--- src/rtl/tbd_pkg.sv ---
package tbd_pkg;

    localparam int MAX_WIDTH  = 1024;
    localparam int MAX_KERNEL = 16;
    localparam int RING       = MAX_KERNEL + 1;
    localparam int XW         = $clog2(MAX_WIDTH);
    localparam int SLW        = $clog2(RING);
    localparam int QDEPTH     = 8;
    localparam int QPW        = $clog2(QDEPTH);
    localparam int QCW        = $clog2(QDEPTH + 1);
    localparam int PIX_W      = 16;
    localparam int VW         = 23;
    localparam int SW         = 30;
    localparam int OUT_W      = 24;
    localparam int POS_W      = 10;
    localparam int DIM_W      = 11;

    typedef enum logic [2:0] {
        CFG_KERNEL = 3'd0,
        CFG_DOWN   = 3'd1,
        CFG_SCALE  = 3'd2,
        CFG_OFFSET = 3'd3,
        CFG_WIDTH  = 3'd4,
        CFG_HEIGHT = 3'd5
    } t_cfg_idx;

    typedef logic [3:0] t_wvec [MAX_KERNEL];

    typedef struct packed {
        logic [2:0]       rad;
        logic [4:0]       ds;
        logic [3:0]       off;
        logic [DIM_W-1:0] w;
        logic [DIM_W-1:0] h;
    } t_geom;

    typedef struct packed {
        logic [XW-1:0]    p;
        logic             row_end;
        logic [POS_W-1:0] orow;
        logic             row_eof;
    } t_rowinfo;

    typedef struct packed {
        logic signed [VW-1:0] v;
        t_rowinfo             info;
    } t_qent;

    function automatic t_wvec kernel_weights(input logic [2:0] r, input logic even);
        t_wvec wv;
        int    dr;
        int    a;
        int    b;
        int    wt;
        for (int t = 0; t < MAX_KERNEL; t++) begin
            dr = t - int'(r) - 1;
            a  = (dr < 0) ? -dr : dr;
            wt = (a <= int'(r)) ? (int'(r) + 1 - a) : 0;
            if (even) begin
                b  = (dr + 1 < 0) ? -(dr + 1) : (dr + 1);
                wt = wt + ((b <= int'(r)) ? (int'(r) + 1 - b) : 0);
            end
            wv[t] = 4'(wt);
        end
        return wv;
    endfunction

endpackage

--- src/rtl/tbd_fifo.sv ---
module tbd_fifo
    import tbd_pkg::*;
(
    input  logic           i_clk,
    input  logic           i_rst_n,
    input  logic           i_push,
    input  t_qent          i_ent,
    input  logic           i_pop,
    output logic           o_valid,
    output t_qent          o_ent,
    output logic [QCW-1:0] o_count
);

    t_qent          r_mem [QDEPTH];
    logic [QPW-1:0] r_wp;
    logic [QPW-1:0] r_rp;
    logic [QCW-1:0] r_count;
    logic           w_pop;

    assign o_valid = (r_count != '0);
    assign o_ent   = r_mem[r_rp];
    assign o_count = r_count;
    assign w_pop   = i_pop && o_valid;

    always_ff @(posedge i_clk) begin
        if (i_push) begin
            r_mem[r_wp] <= i_ent;
        end
    end

    always_ff @(posedge i_clk) begin
        if (!i_rst_n) begin
            r_wp    <= '0;
            r_rp    <= '0;
            r_count <= '0;
        end else begin
            if (i_push) begin
                r_wp <= (r_wp == QPW'(QDEPTH - 1)) ? '0 : r_wp + 1'b1;
            end
            if (w_pop) begin
                r_rp <= (r_rp == QPW'(QDEPTH - 1)) ? '0 : r_rp + 1'b1;
            end
            r_count <= r_count + QCW'(i_push) - QCW'(w_pop);
        end
    end

endmodule

--- config.mk ---
export PLATFORM = sky130hd
export DESIGN_NAME = tbd_fifo
export DESIGN_NICKNAME = d
export VERILOG_FILES = /design/src/rtl/tbd_pkg.sv /design/src/rtl/tbd_fifo.sv
export SDC_FILE = /design/constraint.sdc
export NUM_CORES = 1
export LEC_CHECK = 0
export BUFFER_PORTS_ARGS = -buffer_cell sky130_fd_sc_hd__buf_2
export CAP_MARGIN = 20
export CORE_MARGIN = 8
export CORE_UTILIZATION = 54
export DETAILED_ROUTE_END_ITERATION = 12
export MAX_ROUTING_LAYER = met4
export PLACE_DENSITY = 0.75
export SYNTH_ARGS = -nofsm -noshare
export SYNTH_HDL_FRONTEND = slang
export SYNTH_SLANG_ARGS = --single-unit
--- constraint.sdc ---
create_clock -name i_clk -period 5.05 [get_ports i_clk]
set_input_delay 1.515 -clock i_clk [delete_from_list [all_inputs] [get_ports i_clk]]
set_output_delay 1.515 -clock i_clk [all_outputs]
set_load 0.03 [all_outputs]
==> results of run 1 <==
-- layer usage --
| metal | GRT usage | share of wire | vias up |
|---|---|---|---|
| li1 | - | - | 2860 |
| met1 | 0.209 | 0.42 | 3361 |
| met2 | 0.284 | 0.51 | 167 |
| met3 | 0.0381 | 0.050 | 46 |
| met4 | 0.0446 | 0.020 | 0 |
| met5 | - | 0 | - |
-- cell type report --
type / count / area (µm²) / share of cell area
sequential: 373 / 11100 / 0.661
clock inverter: 23 / 194 / 0.0116
antenna: 4 / 10.0 / 0.000597
tap: 341 / 427 / 0.0254
inverter: 4 / 15.0 / 0.000895
clock buffer: 44 / 995 / 0.0593
multi-input combinational: 191 / 3350 / 0.200
timing repair buffer: 116 / 701 / 0.0418
-- sequential cells by signal, indices dropped and copies added (netlist names), named ones only --
register / cells
r_wp: 3
r_mem: 360
r_rp: 3
o_count: 4
-- stage by stage --
stage / total power [W] / std cells
floorplan: 0.00450 / 594
global placement: 0.00481 / 1024
detailed placement: 0.00485 / 1024
CTS: 0.00748 / 1091
global route: 0.00766 / 1095
finish: 0.00740 / 1096
-- worst min-delay path by stage --
stage | to | cells after the start | startpoint | slack (ns)
2_1_floorplan | flop | 2 | r_rp[2] | 0.46
3_3_place_gp | flop | 2 | r_rp[2] | 0.46
3_5_place_dp | flop | 2 | r_rp[1] | 0.49
4_1_cts | flop | 2 | r_rp[1] | 0.50
5_1_grt | flop | 2 | r_rp[1] | 0.53
6_report | flop | 2 | r_rp[1] | 0.50
-- power by group through the flow --
stage	combinational, W	sequential [W]	clock (W)
floorplan	0.000901	0.00360	0
global placement	0.00116	0.00365	0
detailed placement	0.00119	0.00366	0
CTS	0.00120	0.00359	0.00269
global route	0.00126	0.00360	0.00280
finish	0.00118	0.00359	0.00264
-- cell families (layout without fill, tap and decap cells) --
logic type,after synthesis,after routing
multiplexers,145,145
AND/OR/NAND/NOR,33,33
adder cells (fa/ha/maj),9,9
buffers and inverters,30,187
AO/OA/AOI/OAI,3,3
flip-flops,373,373
other,0,4
XOR/XNOR,1,1
-- cells in the final DEF (no fill, tap or decap), drive strengths merged, types with 2 or more instances in the layout --
cell | Yosys | layout
clkinvlp | 0 | 2
nand2 | 11 | 11
nor2 | 8 | 8
inv | 4 | 6
edfxtp | 360 | 360
nand2b | 3 | 3
and2 | 4 | 4
mux2i | 10 | 10
clkinv | 0 | 16
buf | 19 | 116
clkbuf | 7 | 44
diode | 0 | 4
mux2 | 45 | 45
bufinv | 0 | 3
nor2b | 2 | 2
nor3 | 2 | 2
mux4 | 90 | 90
dfxtp | 13 | 13
ha | 8 | 8
-- critical path, delay by kind of cell (launching register included) --
kind | cells | cell delay, ns
buffers and inverters | 2 | 0.56
flip-flops | 1 | 0.89
multiplexers | 2 | 0.89
==> flow_summary.ini, run 1 <==
[critical_path]
cp.required_ns = 3.54
critPathKind = reg -> out
endpoint = o_ent[3]
startpoint_type = flop
worstRegToRegCells = 9
r2r_end = o_count[2]
cp-end-kind = primary output
regToRegStartpoint = o_count[2]
path_cells = buf_4 > mux4_1 > mux2_2 > buf_2
ff2ff_setup_slack_ns = 2.44
arrival_ns = 2.90
critPathMaxFanout = 48
cpPeakStageDelay_ns = 0.89
cp_slowest_cell = dfxtp_4

[cts]
clkTransAtPathRegs_ns = 0.06
cts_tree = done
clk_path_buf_depth = 3
hold_buffers = 0
cts-root-buf = clkbuf_16
clock_sinks = 373
cts_htree_levels = 2
cts_buffers = 37
cts_setup_buffers = 0
clk_latency_ns = 0.51
post_cts_resized = 0

[place]
dp_hpwl_mm = 15.5
globalplace.congestion = 0.687
portBuffers = 98
place_area_um2 = 15500
dp_slack_ns = 1.16

[timing]
setup-violations-final = 0
drv_slew = 0
fmax_mhz = 227
rsz0062_at_grt = no
period_minus_slack_ns = 4.41
hold_viol = 0
final.period_utilization = 0.874
timing.final.ws_setup_ns = 0.638
final.setup.tns_ns = 0
whs_ns = 0.501
worst_slew_pin_slew_ns = 0.843
max_slew_margin = 0.438
fin_skew_ns = 0.0133

[yosys]
muxShareOfSynthArea = 0.204
synth_top_family_by_area = multiplexers
ys_seq_area_frac = 0.761
synth_area_leaders = edfxtp_1, mux4_1, mux2_2, dfxtp_1, buf_6
synth_common_cells = edfxtp_1, mux4_1, mux2_2
yosys_warnings = 0
ys_types = 25
synth_xor_xnor_area_share = 0.000602
netlist.top_cell.by_area = edfxtp_1
synth.avg_cell_area_um2 = 24.5
synth_edf_count = 360
synth_compound_area_frac = 0.00129
synth_top_cell_area_share = 0.743
synthesis.nets = 652
syn_area_um2 = 14500
ys_seq_elements = 373
async_flop_share = 0
synth_fa_ha_area_frac = 0.00826
synth_cells = 594
yosysMostFrequentCell = edfxtp_1
synthFlopType = edfxtp_1
synth-simple-area-share = 0.0110

[final_layout]
postLayoutCellArea_um2 = 16800
fillerInstances = 1736
fin_util = 0.627
layout-drive-gt1-share = 0.301
area_delta_synth_final_pct = 15.3
nets = 781

[grt]
gr-total-overflow = 0
grt_use_total = 0.170
grt_pass1_vias = 6869
grt_pass1_wl_mm = 40.6
grt_max_degree = 91
antenna_found_initial = 3

[min_path]
hp-class = reg -> reg

[pwr]
power_frac_clock = 0.356
power.leakage_nw = 5.60
ir_worst_vdd_mv = 0.338
combPwrFrac = 0.159
p_int_w = 0.00556
switching_share = 0.249
seqPwrFrac = 0.485
power_per_cell_area_nw_per_um2 = 441
p_switching_w = 0.00184

[route]
dr.pass1.iters = 4
post_drt_via_cell_ratio = 5.87
vias = 6434
wl_per_cell_um = 24.8
ant_nets = 0
drcViolationCount = 0
wl_mm = 27.2
initialDrtViolationCount = 347

[job]
drv_cap = 0

[run_status]
status = completed

[floorplanning]
core-area_um2 = 26700
die_h_um = 180
dieWidth_um = 180
io_pins = 99
initial_core_util = 0.544
die_area_um2 = 32400
num_rows = 60
(Power assumes the default switching activity.)
==> run 2: changes to the inputs <==
--- a/config.mk
+++ b/config.mk
@@ -5,11 +5,12 @@
 export SDC_FILE = /design/constraint.sdc
 export NUM_CORES = 1
 export LEC_CHECK = 0
-export BUFFER_PORTS_ARGS = -buffer_cell sky130_fd_sc_hd__buf_2
+export BUFFER_PORTS_ARGS = -buffer_cell sky130_fd_sc_hd__clkbuf_2
 export CAP_MARGIN = 20
 export CORE_MARGIN = 8
 export CORE_UTILIZATION = 54
 export DETAILED_ROUTE_END_ITERATION = 12
+export HOLD_SLACK_MARGIN = 0.03
 export MAX_ROUTING_LAYER = met4
 export PLACE_DENSITY = 0.75
 export SYNTH_ARGS = -nofsm -noshare
==> flow_summary.ini, run 2 (same netlist as run 1, synthesis figures left out) <==
[run_status]
status = completed

[critical_path]
startpoint_type = flop
cp.required_ns = 3.54
crit_buf_inv = 2
crit_family = multiplexers
critPathKind = reg -> out
cp_slowest_cell = dfxtp_4
arrival_ns = 2.74
cp-end-kind = primary output
regToRegStartpoint = o_count[2]
cpPeakStageDelay_ns = 0.69
path_cells = buf_4 > mux4_1 > mux2_2 > clkbuf_2
critPathMaxFanout = 32

[timing]
drv_slew = 0
final.period_utilization = 0.843
final.setup.tns_ns = 0
max_slew_margin = 0.398
hold_viol = 0
rsz0062_at_grt = no
setup-violations-final = 0
worst_slew_pin_slew_ns = 0.901
fmax_mhz = 235
period_minus_slack_ns = 4.26
fin_skew_ns = 0.0146

[grt]
grt_use_total = 0.170
grt_pass1_wl_mm = 40.2
antenna_found_initial = 0
grt_max_degree = 49
gr-total-overflow = 0
grt_pass1_vias = 6784

[final_layout]
area_delta_synth_final_pct = 14.4
layout-drive-gt1-share = 0.288
largest-register = r_mem
largest_register_ffs = 360
final_cell_mix = edfxtp_1, clkbuf_2, mux4_1
layout_commonest_cell = edfxtp_1
nets = 777

[floorplanning]
num_rows = 60
die_area_um2 = 32400
io_pins = 99
core-area_um2 = 26700
die_h_um = 180
initial_core_util = 0.544
dieWidth_um = 180

[route]
post_drt_via_cell_ratio = 5.89
vias = 6390
dr.pass1.iters = 4
ant_nets = 0
initialDrtViolationCount = 447
wl_mm = 27.1
drcViolationCount = 0
wl_per_cell_um = 25.0

[pwr]
combPwrFrac = 0.169
power_frac_clock = 0.338
total_power_w = 0.00718
seqPwrFrac = 0.493
power_per_cell_area_nw_per_um2 = 432
p_int_w = 0.00537
power.leakage_nw = 5.54
p_switching_w = 0.00182
switching_share = 0.253
ir_worst_vdd_mv = 0.281

[cts]
hold_buffers = 0
clk_latency_ns = 0.51
cts_setup_buffers = 0
post_cts_resized = 0
cts_tree = done
cts_htree_levels = 2
clk_path_buf_depth = 3
clock_sinks = 373
cts-root-buf = clkbuf_16
cts_buffers = 37
clkTransAtPathRegs_ns = 0.05

[place]
globalplace.congestion = 0.727
dp_hpwl_mm = 15.3
portBuffers = 98

[job]
drv_cap = 0

[min_path]
hp-class = reg -> reg
worstHoldStart = r_rp[2]
## run 2: layout make-up
| class | instances | area [µm²] |
|---|---|---|
| Antenna cell | 1 | 2.50 |
| Clock buffer | 51 | 1000 |
| Clock inverter | 12 | 63.8 |
| Fill cell | 1784 | 10100 |
| Inverter | 4 | 15.0 |
| Multi-Input combinational cell | 191 | 3350 |
| Sequential cell | 373 | 11100 |
| Tap cell | 341 | 427 |
| Timing Repair Buffer | 112 | 696 |
## run 2: worst register-to-register path: cells and delay by family (launching register included)
family,cells,cell delay [ns]
and+or+nand+nor,3,0.94
adders and majority gates,3,0.80
DFF,1,0.31
xor gates and xnor gates,1,0.18
muxes,1,0.13
buffers and inverters,1,0.08
## run 2: final timing paths
kind | end | slack, ns | cells after the start
hold reg to reg | flop | 0.50 | 2
setup / recovery | o_ent[22] | 0.79 | 4
setup reg to reg | o_count[2] | 2.49 | 9
hold / removal | flop | 0.50 | 2
## run 2: power by group through the flow
stage	clock [W]	sequential [W]	combinational (W)
final	0.00243	0.00354	0.00121
after global routing	0.00258	0.00355	0.00129
after CTS	0.00248	0.00354	0.00124
after detailed placement	0	0.00361	0.00124
after global placement	0	0.00360	0.00121
after floorplan	0	0.00360	0.000901
## run 2: per-stage QoR
step	setup WS [ns]	hold slack, ns	util	cells	area (µm²)
floorplan	1.07	0.464	-	594	14600
global placement	1.31	0.471	0.582	1021	15600
detailed placement	1.29	0.505	0.582	1021	15600
CTS	0.738	0.513	0.622	1084	16600
global route	0.680	0.536	0.622	1084	16600
finish	0.791	0.498	0.622	1085	16600
## run 2: routing by layer
layer	global-route usage	vias up	part of all wire
li1	-	2856	-
met1	0.210	3353	0.42
met2	0.287	141	0.52
met3	0.0351	40	0.046
met4	0.0400	0	0.015
met5	-	-	0
